<file path="src/rtl/core/bch_pkg.sv">
// Shared types, constants and GF(64) arithmetic for the BCH(63,51) decoder.
`timescale 1ns / 1ps
`default_nettype none

package bch_pkg;

    localparam int WORD_W = 63;
    localparam int SYM_W  = 6;
    localparam int POS_W  = 6;

    localparam logic [SYM_W:0]   GF_POLY  = 7'h43;
    localparam logic [SYM_W-1:0] GF_ONE   = 6'h01;
    localparam logic [SYM_W-1:0] GF_ALPHA = 6'h02;
    localparam logic [SYM_W-1:0] GF_ALPHA3 = 6'h08;
    localparam logic [POS_W-1:0] LAST_X   = 6'd63;

    typedef enum logic [1:0] {
        ST_OK   = 2'd0,
        ST_FEW  = 2'd1,
        ST_FAIL = 2'd2
    } status_t;

    typedef enum logic [3:0] {
        S_IDLE,
        S_SYND,
        S_CHK,
        S_SQ,
        S_CUBE,
        S_INV,
        S_L2,
        S_CHIEN,
        S_LOG,
        S_DONE
    } state_t;

    typedef struct packed {
        logic load;
        logic step;
    } synd_ctl_t;

    function automatic logic [SYM_W-1:0] gf_mul(input logic [SYM_W-1:0] a,
                                                input logic [SYM_W-1:0] b);
        logic [SYM_W:0]   x;
        logic [SYM_W-1:0] r;
        x = {1'b0, a};
        r = '0;
        for (int i = 0; i < SYM_W; i++)
        begin
            if (b[i])
            begin
                r = r ^ x[SYM_W-1:0];
            end
            x = x << 1;
            if (x[SYM_W])
            begin
                x = x ^ GF_POLY;
            end
        end
        return r;
    endfunction

endpackage

`default_nettype wire

</file>
<file path="src/rtl/core/bch_63_51_two_error_decoder.sv">
// Top level: two-error BCH(63,51) decoder with syndrome, locator and Chien sequencer.
`timescale 1ns / 1ps
`default_nettype none

// Usage
//   Command port: a beat of received_word is taken on a rising edge where
//   start is high and busy is low. busy stays high until the result is out.
//   Result port: done is high for exactly one cycle; corrected_word, status,
//   error_count and the two positions are valid in that cycle only. The
//   receiver cannot stall, so the result is simply presented and dropped.
// Sequence
//   Bit-serial syndrome accumulation (one code bit per cycle), then a
//   check state. Clean words and words with S1=0 finish there.
//   Otherwise: squaring and cubing S1 through the shared GF multiplier,
//   an inverse search stepping alpha powers, a Lambda2 step, then a
//   Chien pass testing x=1..63 one per cycle, pausing at each root for
//   a log search. One beat is in flight at a time: no new word is taken
//   until the sequencer is back in idle.
// Reset
//   rst_n asynchronously returns the sequencer to idle; no result pending.
// Syndromes of a binary word always satisfy S2=S1^2, S4=S2^2, so only S1
// and S3 are formed. Lambda = 1 + S1 x + ((S3+S1^3)/S1) x^2.

module bch_63_51_two_error_decoder (
    input  wire                          clk,
    input  wire                          rst_n,
    input  wire                          start,
    output logic                         busy,
    input  wire  [bch_pkg::WORD_W-1:0]   received_word,
    output logic                         done,
    output logic [bch_pkg::WORD_W-1:0]   corrected_word,
    output logic [1:0]                   status,
    output logic [1:0]                   error_count,
    output logic [bch_pkg::POS_W-1:0]    first_error_position,
    output logic [bch_pkg::POS_W-1:0]    second_error_position
);
    import bch_pkg::*;

    state_t state_reg, state_next;

    logic [WORD_W-1:0] word_reg;
    logic [POS_W-1:0]  cnt_reg, cnt_next;     // syndrome bit count / search exponent
    logic [SYM_W-1:0]  t_reg, t_next;         // S1^2, then S3+S1^3
    logic [SYM_W-1:0]  p_reg, p_next;         // search value
    logic [SYM_W-1:0]  q_reg, q_next;         // alpha^j, gives inverse
    logic [SYM_W-1:0]  l2_reg, l2_next;
    logic [POS_W-1:0]  x_reg, x_next;         // Chien point
    logic [1:0]        rc_reg, rc_next;       // roots found
    logic [POS_W-1:0]  pos0_reg, pos0_next;
    logic [POS_W-1:0]  pos1_reg, pos1_next;
    status_t           st_reg, st_next;

    synd_ctl_t         sctl;
    logic [SYM_W-1:0]  s1, s3;

    logic [SYM_W-1:0]  ma, mb, mp;            // shared multiplier
    logic [SYM_W-1:0]  chien_y;
    logic [1:0]        dl;
    logic [1:0]        rc_inc;
    logic [WORD_W-1:0] flip;

    bch_synd u_synd (
        .clk  (clk),
        .rst_n(rst_n),
        .ctl  (sctl),
        .word (received_word),
        .s1   (s1),
        .s3   (s3)
    );

    assign mp      = gf_mul(ma, mb);
    assign chien_y = GF_ONE ^ mp ^ gf_mul(l2_reg, gf_mul(x_reg, x_reg));
    assign dl      = (l2_reg != '0) ? 2'd2 : 2'd1;
    assign rc_inc  = rc_reg + 2'd1;

    always_comb
    begin
        unique case (state_reg)
            S_SQ:    begin ma = s1;    mb = s1;    end
            S_CUBE:  begin ma = t_reg; mb = s1;    end
            S_L2:    begin ma = t_reg; mb = q_reg; end
            default: begin ma = s1;    mb = x_reg; end
        endcase
    end

    always_ff @(posedge clk or negedge rst_n)
    begin
        if (!rst_n)
        begin
            state_reg <= S_IDLE;
        end
        else
        begin
            state_reg <= state_next;
        end
    end

    always_ff @(posedge clk)
    begin
        if (state_reg == S_IDLE && start)
        begin
            word_reg <= received_word;
        end
        cnt_reg  <= cnt_next;
        t_reg    <= t_next;
        p_reg    <= p_next;
        q_reg    <= q_next;
        l2_reg   <= l2_next;
        x_reg    <= x_next;
        rc_reg   <= rc_next;
        pos0_reg <= pos0_next;
        pos1_reg <= pos1_next;
        st_reg   <= st_next;
    end

    always_comb
    begin
        state_next = state_reg;
        cnt_next   = cnt_reg;
        t_next     = t_reg;
        p_next     = p_reg;
        q_next     = q_reg;
        l2_next    = l2_reg;
        x_next     = x_reg;
        rc_next    = rc_reg;
        pos0_next  = pos0_reg;
        pos1_next  = pos1_reg;
        st_next    = st_reg;
        sctl       = '0;
        unique case (state_reg)
            S_IDLE:
            begin
                if (start)
                begin
                    sctl.load  = 1'b1;
                    cnt_next   = '0;
                    rc_next    = '0;
                    pos0_next  = '0;
                    pos1_next  = '0;
                    st_next    = ST_OK;
                    state_next = S_SYND;
                end
            end
            S_SYND:
            begin
                sctl.step = 1'b1;
                cnt_next  = cnt_reg + 1'b1;
                if (cnt_reg == POS_W'(WORD_W - 1))
                begin
                    state_next = S_CHK;
                end
            end
            S_CHK:
            begin
                if (s1 == '0)
                begin
                    // clean word, or a syndrome no two-error pattern gives
                    st_next    = (s3 != '0) ? ST_FAIL : ST_OK;
                    state_next = S_DONE;
                end
                else
                begin
                    state_next = S_SQ;
                end
            end
            S_SQ:
            begin
                t_next     = mp;
                state_next = S_CUBE;
            end
            S_CUBE:
            begin
                t_next     = mp ^ s3;
                p_next     = s1;
                q_next     = GF_ONE;
                state_next = S_INV;
            end
            S_INV:
            begin
                if (p_reg == GF_ONE)
                begin
                    state_next = S_L2;
                end
                else
                begin
                    p_next = gf_mul(p_reg, GF_ALPHA);
                    q_next = gf_mul(q_reg, GF_ALPHA);
                end
            end
            S_L2:
            begin
                l2_next    = mp;
                x_next     = POS_W'(1);
                state_next = S_CHIEN;
            end
            S_CHIEN:
            begin
                if (chien_y == '0)
                begin
                    // log(1/x): smallest j with alpha^j * x == 1
                    p_next     = x_reg;
                    cnt_next   = '0;
                    state_next = S_LOG;
                end
                else if (x_reg == LAST_X)
                begin
                    st_next    = ST_FEW;
                    state_next = S_DONE;
                end
                else
                begin
                    x_next = x_reg + 1'b1;
                end
            end
            S_LOG:
            begin
                if (p_reg == GF_ONE)
                begin
                    if (rc_reg == 2'd0)
                    begin
                        pos0_next = cnt_reg;
                    end
                    else
                    begin
                        pos1_next = cnt_reg;
                    end
                    rc_next = rc_inc;
                    if (rc_inc >= dl)
                    begin
                        state_next = S_DONE;
                    end
                    else if (x_reg == LAST_X)
                    begin
                        st_next    = ST_FEW;
                        state_next = S_DONE;
                    end
                    else
                    begin
                        x_next     = x_reg + 1'b1;
                        state_next = S_CHIEN;
                    end
                end
                else
                begin
                    p_next   = gf_mul(p_reg, GF_ALPHA);
                    cnt_next = cnt_reg + 1'b1;
                end
            end
            S_DONE:
            begin
                state_next = S_IDLE;
            end
            default:
            begin
                state_next = S_IDLE;
            end
        endcase
    end

    always_comb
    begin
        flip = '0;
        if (rc_reg >= 2'd1)
        begin
            flip = flip | (WORD_W'(1) << pos0_reg);
        end
        if (rc_reg >= 2'd2)
        begin
            flip = flip | (WORD_W'(1) << pos1_reg);
        end
    end

    assign busy                  = (state_reg != S_IDLE);
    assign done                  = (state_reg == S_DONE);
    assign status                = st_reg;
    assign corrected_word        = (st_reg == ST_OK) ? (word_reg ^ flip) : word_reg;
    assign error_count           = (st_reg == ST_OK) ? rc_reg : 2'd0;
    assign first_error_position  = pos0_reg;
    assign second_error_position = pos1_reg;

    a_accept_busy: assert property (@(posedge clk) disable iff (!rst_n)
        (start && !busy) |=> busy)
        else $error("command beat taken but not busy");

    a_done_once: assert property (@(posedge clk) disable iff (!rst_n)
        done |=> !done && !busy)
        else $error("result strobe longer than one cycle");

    a_fail_clean: assert property (@(posedge clk) disable iff (!rst_n)
        (done && status == ST_FAIL) |-> (error_count == 2'd0) &&
            (first_error_position == '0) && (corrected_word == word_reg))
        else $error("failed word altered");

    a_roots_bound: assert property (@(posedge clk) disable iff (!rst_n)
        done |-> rc_reg != 2'd3)
        else $error("more than two roots recorded");

endmodule

`default_nettype wire

</file>
<file path="src/rtl/core/bch_synd.sv">
// Bit-serial syndrome accumulator: S1 and S3 by Horner's rule, MSB first.
`timescale 1ns / 1ps
`default_nettype none

module bch_synd (
    input  wire                            clk,
    input  wire                            rst_n,
    input  wire  bch_pkg::synd_ctl_t       ctl,
    input  wire  [bch_pkg::WORD_W-1:0]     word,
    output logic [bch_pkg::SYM_W-1:0]      s1,
    output logic [bch_pkg::SYM_W-1:0]      s3
);
    import bch_pkg::*;

    logic [WORD_W-1:0] sh_reg;
    logic [SYM_W-1:0]  s1_reg, s3_reg;
    logic [SYM_W-1:0]  s1_next, s3_next;

    always_comb
    begin
        s1_next = gf_mul(s1_reg, GF_ALPHA)  ^ {{(SYM_W-1){1'b0}}, sh_reg[WORD_W-1]};
        s3_next = gf_mul(s3_reg, GF_ALPHA3) ^ {{(SYM_W-1){1'b0}}, sh_reg[WORD_W-1]};
    end

    always_ff @(posedge clk)
    begin
        if (ctl.load)
        begin
            sh_reg <= word;
            s1_reg <= '0;
            s3_reg <= '0;
        end
        else if (ctl.step)
        begin
            sh_reg <= sh_reg << 1;
            s1_reg <= s1_next;
            s3_reg <= s3_next;
        end
    end

    assign s1 = s1_reg;
    assign s3 = s3_reg;

    // load and step never coincide
    a_ctl_excl: assert property (@(posedge clk) disable iff (!rst_n)
        !(ctl.load && ctl.step))
        else $error("syndrome load and step together");

    a_load_clears: assert property (@(posedge clk) disable iff (!rst_n)
        ctl.load |=> (s1_reg == '0) && (s3_reg == '0))
        else $error("syndromes not cleared on load");

    a_step_shift: assert property (@(posedge clk) disable iff (!rst_n)
        ctl.step |=> sh_reg[0] == 1'b0)
        else $error("word not shifted");

endmodule

`default_nettype wire
</file>
<file path="config.mk">
export PLATFORM = sky130hd
export DESIGN_NAME = bch_63_51_two_error_decoder
export DESIGN_NICKNAME = d
export VERILOG_FILES = /design/src/rtl/core/bch_pkg.sv /design/src/rtl/core/bch_63_51_two_error_decoder.sv /design/src/rtl/core/bch_synd.sv
export SDC_FILE = /design/constraint.sdc
export NUM_CORES = 1
export LEC_CHECK = 0
export ABC_AREA = 1
export BUFFER_PORTS_ARGS = -buffer_cell sky130_fd_sc_hd__buf_2
export CORE_ASPECT_RATIO = 1.5
export CORE_MARGIN = 3
export CORE_UTILIZATION = 54
export DETAILED_ROUTE_END_ITERATION = 12
export PLACE_DENSITY_LB_ADDON = 0.15
export SYNTH_ARGS = -nofsm -noshare
export SYNTH_HDL_FRONTEND = slang
export SYNTH_SLANG_ARGS = --single-unit
export TNS_END_PERCENT = 5
</file>
<file path="constraint.sdc">
create_clock -name clk -period 3.81 [get_ports clk]
set_clock_uncertainty 0.05 [all_clocks]
set_input_delay 0.381 -clock clk [delete_from_list [all_inputs] [get_ports clk]]
set_output_delay 0.381 -clock clk [all_outputs]
set_load 0.005 [all_outputs]
</file>
### After elaboration in Yosys (flattened, before gate mapping)

Cells that the tools add are included.

| cells by class | value |
|---|---|
| add/subtract/negate cells | 3 |
| reduce and logical (&&, ||, !) cells | 29 |
| mux-type cells | 92 |
| bitwise logic cells | 43 |
| shifts and indexed selects | 2 |
| $lt $le $gt $ge | 3 |
| eq/ne operators | 26 |

Operators by type and width:

| kind | number |
|---|---|
| two-way mux 63 bit | 5 |
| two-way mux 6 bit | 33 |
| left shift 1 x 6 -> 63 bit, first input constant | 2 |
| bitwise XOR 6 bit | 17 |
| OR 63 bit | 1 |
| bitwise XOR 63 bit | 1 |
| two-way mux 2 bit | 31 |
| one-hot mux 6 bit (2 select lines) | 5 |
| inverter 2 bit | 21 |
| two-way mux 4 bit | 9 |
| one-hot mux 4 bit (9 select lines) | 1 |
| one-hot mux 6 bit (3 select lines) | 2 |
| != test 2 bit, second input constant | 13 |
| one-hot mux 6 bit (4 select lines) | 1 |
| == test 4 x 3 -> 1 bit, second input constant | 4 |
| AND reduction 4 bit | 4 |
| nonzero test 4 bit | 4 |
| adder 6 x 1 -> 6 bit, second input constant | 2 |
| == test 6 bit, second input constant | 2 |
| zero test 6 bit | 2 |
| nonzero test 6 bit | 2 |
| bitwise XOR 6 x 1 -> 6 bit | 2 |
| == test 4 x 2 -> 1 bit, second input constant | 2 |
| == test 4 bit, second input constant | 2 |
| other kinds (21) | 30 |

| word-level totals | value |
|---|---|
| register bits after elaboration | 194 |
| word-level logic and storage cells | 213 |
| output and inout port bits | 81 |
| bits of input ports | 66 |

### Depth between registers and ports, before layout

| logic depth | value |
|---|---|
| word-level depth | 27 |
| depth in mapped cells | 28 |
| depth with buffers taken out | 27 |

### Cells and area by module

A second synthesis with hierarchy kept.

| unflattened totals | value |
|---|---|
| cells, all modules | 1684 |
| area total of the unflattened synthesis | 12493.2 sq um |

By module, submodules not included:

| module | cells each | sequential area each (sq um) | area an instance (sq um) | instances |
|---|---|---|---|---|
| bch_63_51_two_error_decoder | 1335 | 3553.4 | 9227.6 | 1 |
| bch_synd | 349 | 2132.0 | 3265.6 | 1 |

### Least setup slack after synthesis

OpenSTA, ideal clock, no wires.

| path | value |
|---|---|
| path type | reg-to-reg |
| start point | reg state_reg[0] |
| end point | reg word_reg[0], enable pin |
| path buffers | 3 |
| path slack | -0.024 ns |
| data arrival time | 3.332 ns |
| stages on the path, launching flop included | 9 |
| period minus slack after synthesis | 3.834 ns |
| cell sequence | dfrtp_1 > buf_4 > nor2_1 > inv_1 > nor2_1 > inv_1 > nor2_1 > clkbuf_1 > buf_1 |

| on the way | value |
|---|---|
| longest elaborated chain between the ends | 2 |

RTL lines:

| element | RTL line | text |
|---|---|---|
| start, declared | bch_63_51_two_error_decoder.sv:39 | `state_t state_reg, state_next;` |
| start signal, assigned | bch_63_51_two_error_decoder.sv:94 | `state_reg <= state_next;` |
| zero test 4 bit | bch_63_51_two_error_decoder.sv:100 | `if (state_reg == S_IDLE && start)` |
| logical AND 1 bit | bch_63_51_two_error_decoder.sv:100 |  |
| end signal, assigned | bch_63_51_two_error_decoder.sv:102 | `word_reg <= received_word;` |
| end, declared | bch_63_51_two_error_decoder.sv:41 | `logic [WORD_W-1:0] word_reg;` |

Every way passes these cells.
A chain may end at the register's enable or synchronous reset.

### Worst setup path in the final report

| path | value |
|---|---|
| start point | reg x_reg[5] |
| end point | reg cnt_reg[3], enable pin |

| on the way | value |
|---|---|
| longest elaborated chain between the ends | 26 |
| elaborated cells on any way between the ends | 32 |
| classes of those cells | eq/ne (1); mux (16); bitwise (13); reduce/logical (2) |

RTL lines:

| element | RTL line | text |
|---|---|---|
| start, declared | bch_63_51_two_error_decoder.sv:47 | `logic [POS_W-1:0] x_reg, x_next;` |
| start signal, assigned | bch_63_51_two_error_decoder.sv:109 | `x_reg <= x_next;` |
| two-way mux 2 bit | bch_pkg.sv:54 | `if (x[SYM_W])` |
| bitwise XOR 6 bit | bch_pkg.sv:51 | `r = r ^ x[SYM_W-1:0];` |
| two-way mux 6 bit | bch_pkg.sv:49 | `if (b[i])` |
| bitwise XOR 6 bit | bch_pkg.sv:51 |  |
| two-way mux 6 bit | bch_pkg.sv:49 |  |
| bitwise XOR 6 bit | bch_pkg.sv:51 |  |
| two-way mux 6 bit | bch_pkg.sv:49 |  |
| bitwise XOR 6 bit | bch_pkg.sv:51 |  |
| [10 not listed] | n/a |  |
| bitwise XOR 6 bit | bch_pkg.sv:51 |  |
| two-way mux 6 bit | bch_pkg.sv:49 |  |
| bitwise XOR 6 bit | bch_pkg.sv:51 |  |
| two-way mux 6 bit | bch_pkg.sv:49 |  |
| bitwise XOR 6 bit * | bch_63_51_two_error_decoder.sv:72 | `assign chien_y = GF_ONE ^ mp ^ gf_mul(l2_reg, gf_mul(x_reg, x_reg));` |
| zero test 6 bit * | bch_63_51_two_error_decoder.sv:198 | `if (chien_y == '0)` |
| != test 2 bit (no source line) * | n/a |  |
| AND reduction 4 bit (no source line) * | n/a |  |
| end signal, assigned | bch_63_51_two_error_decoder.sv:104 | `cnt_reg <= cnt_next;` |
| end, declared | bch_63_51_two_error_decoder.sv:42 | `logic [POS_W-1:0] cnt_reg, cnt_next;` |

Mark *: on every way between the ends. The rest lies on a longest branch, timed or not.

==> results.toml <==
[critical_path]
path_buf_inv = 4
worstSetupEndpoint = "cnt_reg[3]"
reg2reg_slack_ns = 0.21
crit_start = "x_reg[5]"
cp-end-kind = "flop"
crit_fanout = 6
r2r_cells = 24
crit_required_ns = 3.93
path_common_cell = "nand2_1"
slowest_stage = "edfxtp_1"
cp-start-kind = "flop"
timing.rr.end = "cnt_reg[3]"
max_stage_delay_ns = 0.51
cp_cell_sequence = "ha_4 > inv_1 > nand2_1 > nand2_2 > inv_2 > nand3_1 > nand2_1 > nand2_2 > nand2_2 > inv_2 > nand3_1 > nand2_2 > xor2_1 > nand2_1 > nand2_1 > nand2_1 > nand2_1 > nand3_1 > nor2_2 > nand2_2 > nand2_1 > o21ai_1 > nor3_2 > buf_4"
path_class = "reg -> reg"
worstPathArrival_ns = 3.72
crit_family = "simple AND/OR/NAND/NOR gates"
r2r_start = "x_reg[5]"
crit_cells = 24

[synth]
synth_cells = 1559
synth_edf_count = 178
synth.area.top_cells = "edfxtp_1 (44%), nand2_1 (19%), xnor2_1 (5.7%), inv_1 (4.2%), nor2_1 (4.2%)"
yosys_register_bits = 194
synthFlopType = "edfxtp_1"
syn_nets = 1641
yosys.area.top_type_share = 0.442
synth_top_area_cell = "edfxtp_1"
ys_warn_count = 0
avgSynthCellArea_um2 = 7.75
synth.yosys.seq_area_share = 0.470
syn_area_um2 = 12100
netlist-cell-type-count = 43
async_reset_ff_frac = 0.0206

[timing]
tightest_slew_ns = 0.969
finalSetupTns_ns = 0
period_minus_slack_ns = 3.60
finalCritPeriodShare = 0.946
relSlewSlack = 0.353
fmax_mhz = 277
setup_viol = 0
hold_violations = 0
slew_violations = 0

[global_routing]
grt_pass1_vias = 11000
antenna_found_initial = 1
track_usage = 0.312
grt_start_max_net_pins = 127
grt_pass1_wl_um = 57800
grt-ovfl-total = 0

[cts]
clk_latency_ns = 0.45
htreeDepth = 4
root_buffer = "clkbuf_16"
clk_path_buf_depth = 2
cts_tree = "yes"
cts_buffers = 17
cts.sinks = 194
clk_pin_slew_worst_paths_ns = 0.08

[power_and_ir_drop]
finalPower_mw = 12.7
leakage_nw = 6.19
power_density_nw_per_um2 = 906
ir_drop_uv = 445

[detailed_routing]
wire_per_inst_um = 18.5
first_pass_iters = 5
drtAntennaViolNets = 0
drc = 0
via_per_inst = 5.52
drt_iter0_markers = 685
routed-via-count = 11100
postRouteWirelength_um = 37100

[worst_hold_path]
hold_path.class = "in -> reg"
hold_start = "received_word[52]"

[placed_design]
place_congestion = 1.02
place_area_um2 = 13300
io_buffers = 146
dp.final_hpwl_um = 28500
placedCellCount = 1966

[cells_and_area]
num-nets-final = 1803
layout_common_cells = "nand2_1 (590), edfxtp_1 (178), buf_2 (146)"
final_cells = 2007
post_route_cells_drive_above_1_share = 0.171
area_growth_pct = 16.0
mostFrequentLayoutCell = "nand2_1"
postLayoutCoreUtil = 0.641
nFillCells = 1963
final_area_um2 = 14000

[floorplanning]
die_w_um = 128
start_util = 0.552
dieArea_um2 = 24300
core_um2 = 21900
rows = 66
top_level_ports = 147
die_y_um = 189

[outcome]
status = "completed"

[job]
drv_cap = 0
-- cell families (layout without fill, tap and decap cells) --
| family | count (synthesis) | after routing | synth area share |
|---|---|---|---|
| adder cells (fa/ha/maj) | 16 | 16 | 0.0166 |
| flip-flops | 194 | 194 | 0.470 |
| buffers and inverters | 196 | 371 | 0.0624 |
| AO/OA/AOI/OAI | 147 | 147 | 0.0666 |
| AND/OR/NAND/NOR | 909 | 909 | 0.314 |
| XOR/XNOR | 97 | 97 | 0.0703 |
| other | 0 | 1 | 0 |
-- cell type report --
class | count | area (um2) | area share
clock buffers | 17 | 425 | 0.0303
diodes | 1 | 2.50 | 0.000178
multi-input cells | 1169 | 5760 | 0.411
repair buffers | 194 | 1120 | 0.0798
well taps | 272 | 340 | 0.0243
clock inverters | 15 | 146 | 0.0104
inverters | 145 | 544 | 0.0388
flip-flops and latches | 194 | 5690 | 0.406
-- synthesized netlist by cell type (16+ instances only) --
cell / n
nor2_1: 135
nand2_2: 16
inv_1: 135
edfxtp_1: 178
xor2_1: 18
nand2_1: 598
clkbuf_1: 38
a21oi_1: 21
nand4_1: 19
xnor2_1: 79
nand3_1: 91
o21ai_0: 90
ha_1: 16
-- metrics by stage --
stage / setup WS (ns) / hold slack (ns)
finish: 0.205 / 0.0641
detailed placement: 0.0298 / 0.141
global route: -0.00597 / 0.0584
global placement: 0.159 / 0.148
CTS: 0.0163 / 0.0529
floorplan: 0.0356 / 0.0354
-- worst min path at each step --
| stage | end | slack, ns | cells past startpoint |
|---|---|---|---|
| 2_1_floorplan | state_reg[0] | 0.04 | 0 |
| 3_3_place_gp | state_reg[2] | 0.15 | 1 |
| 3_5_place_dp | state_reg[2] | 0.14 | 1 |
| 4_1_cts | word_reg[8] | 0.05 | 1 |
| 5_1_grt | word_reg[58] | 0.06 | 1 |
| 6_report | word_reg[52] | 0.06 | 1 |
-- metal layers --
layer | part of all wire | vias up | GRT usage
met5 | 0 | - | 0
met4 | 0.078 | 0 | 0.216
met3 | 0.038 | 135 | 0.0437
met2 | 0.54 | 375 | 0.578
met1 | 0.35 | 5161 | 0.314
li1 | - | 5404 | -
-- power by group --
part | switching, mW | leakage [nW] | internal (mW)
Sequential | 0.549 | 1.84 | 3.65
Combinational | 4.56 | 4.07 | 2.20
Clock | 0.877 | 0.279 | 0.867
-- timing repair --
item / CTS / global route
buffers inserted: 0 / 7
hold buffers: 1 / 0
setup endpoints to repair: 0 / 20
hold endpoints to repair: 4 / 0
gates resized for setup: 0 / 28
(Power assumes the default switching activity.)
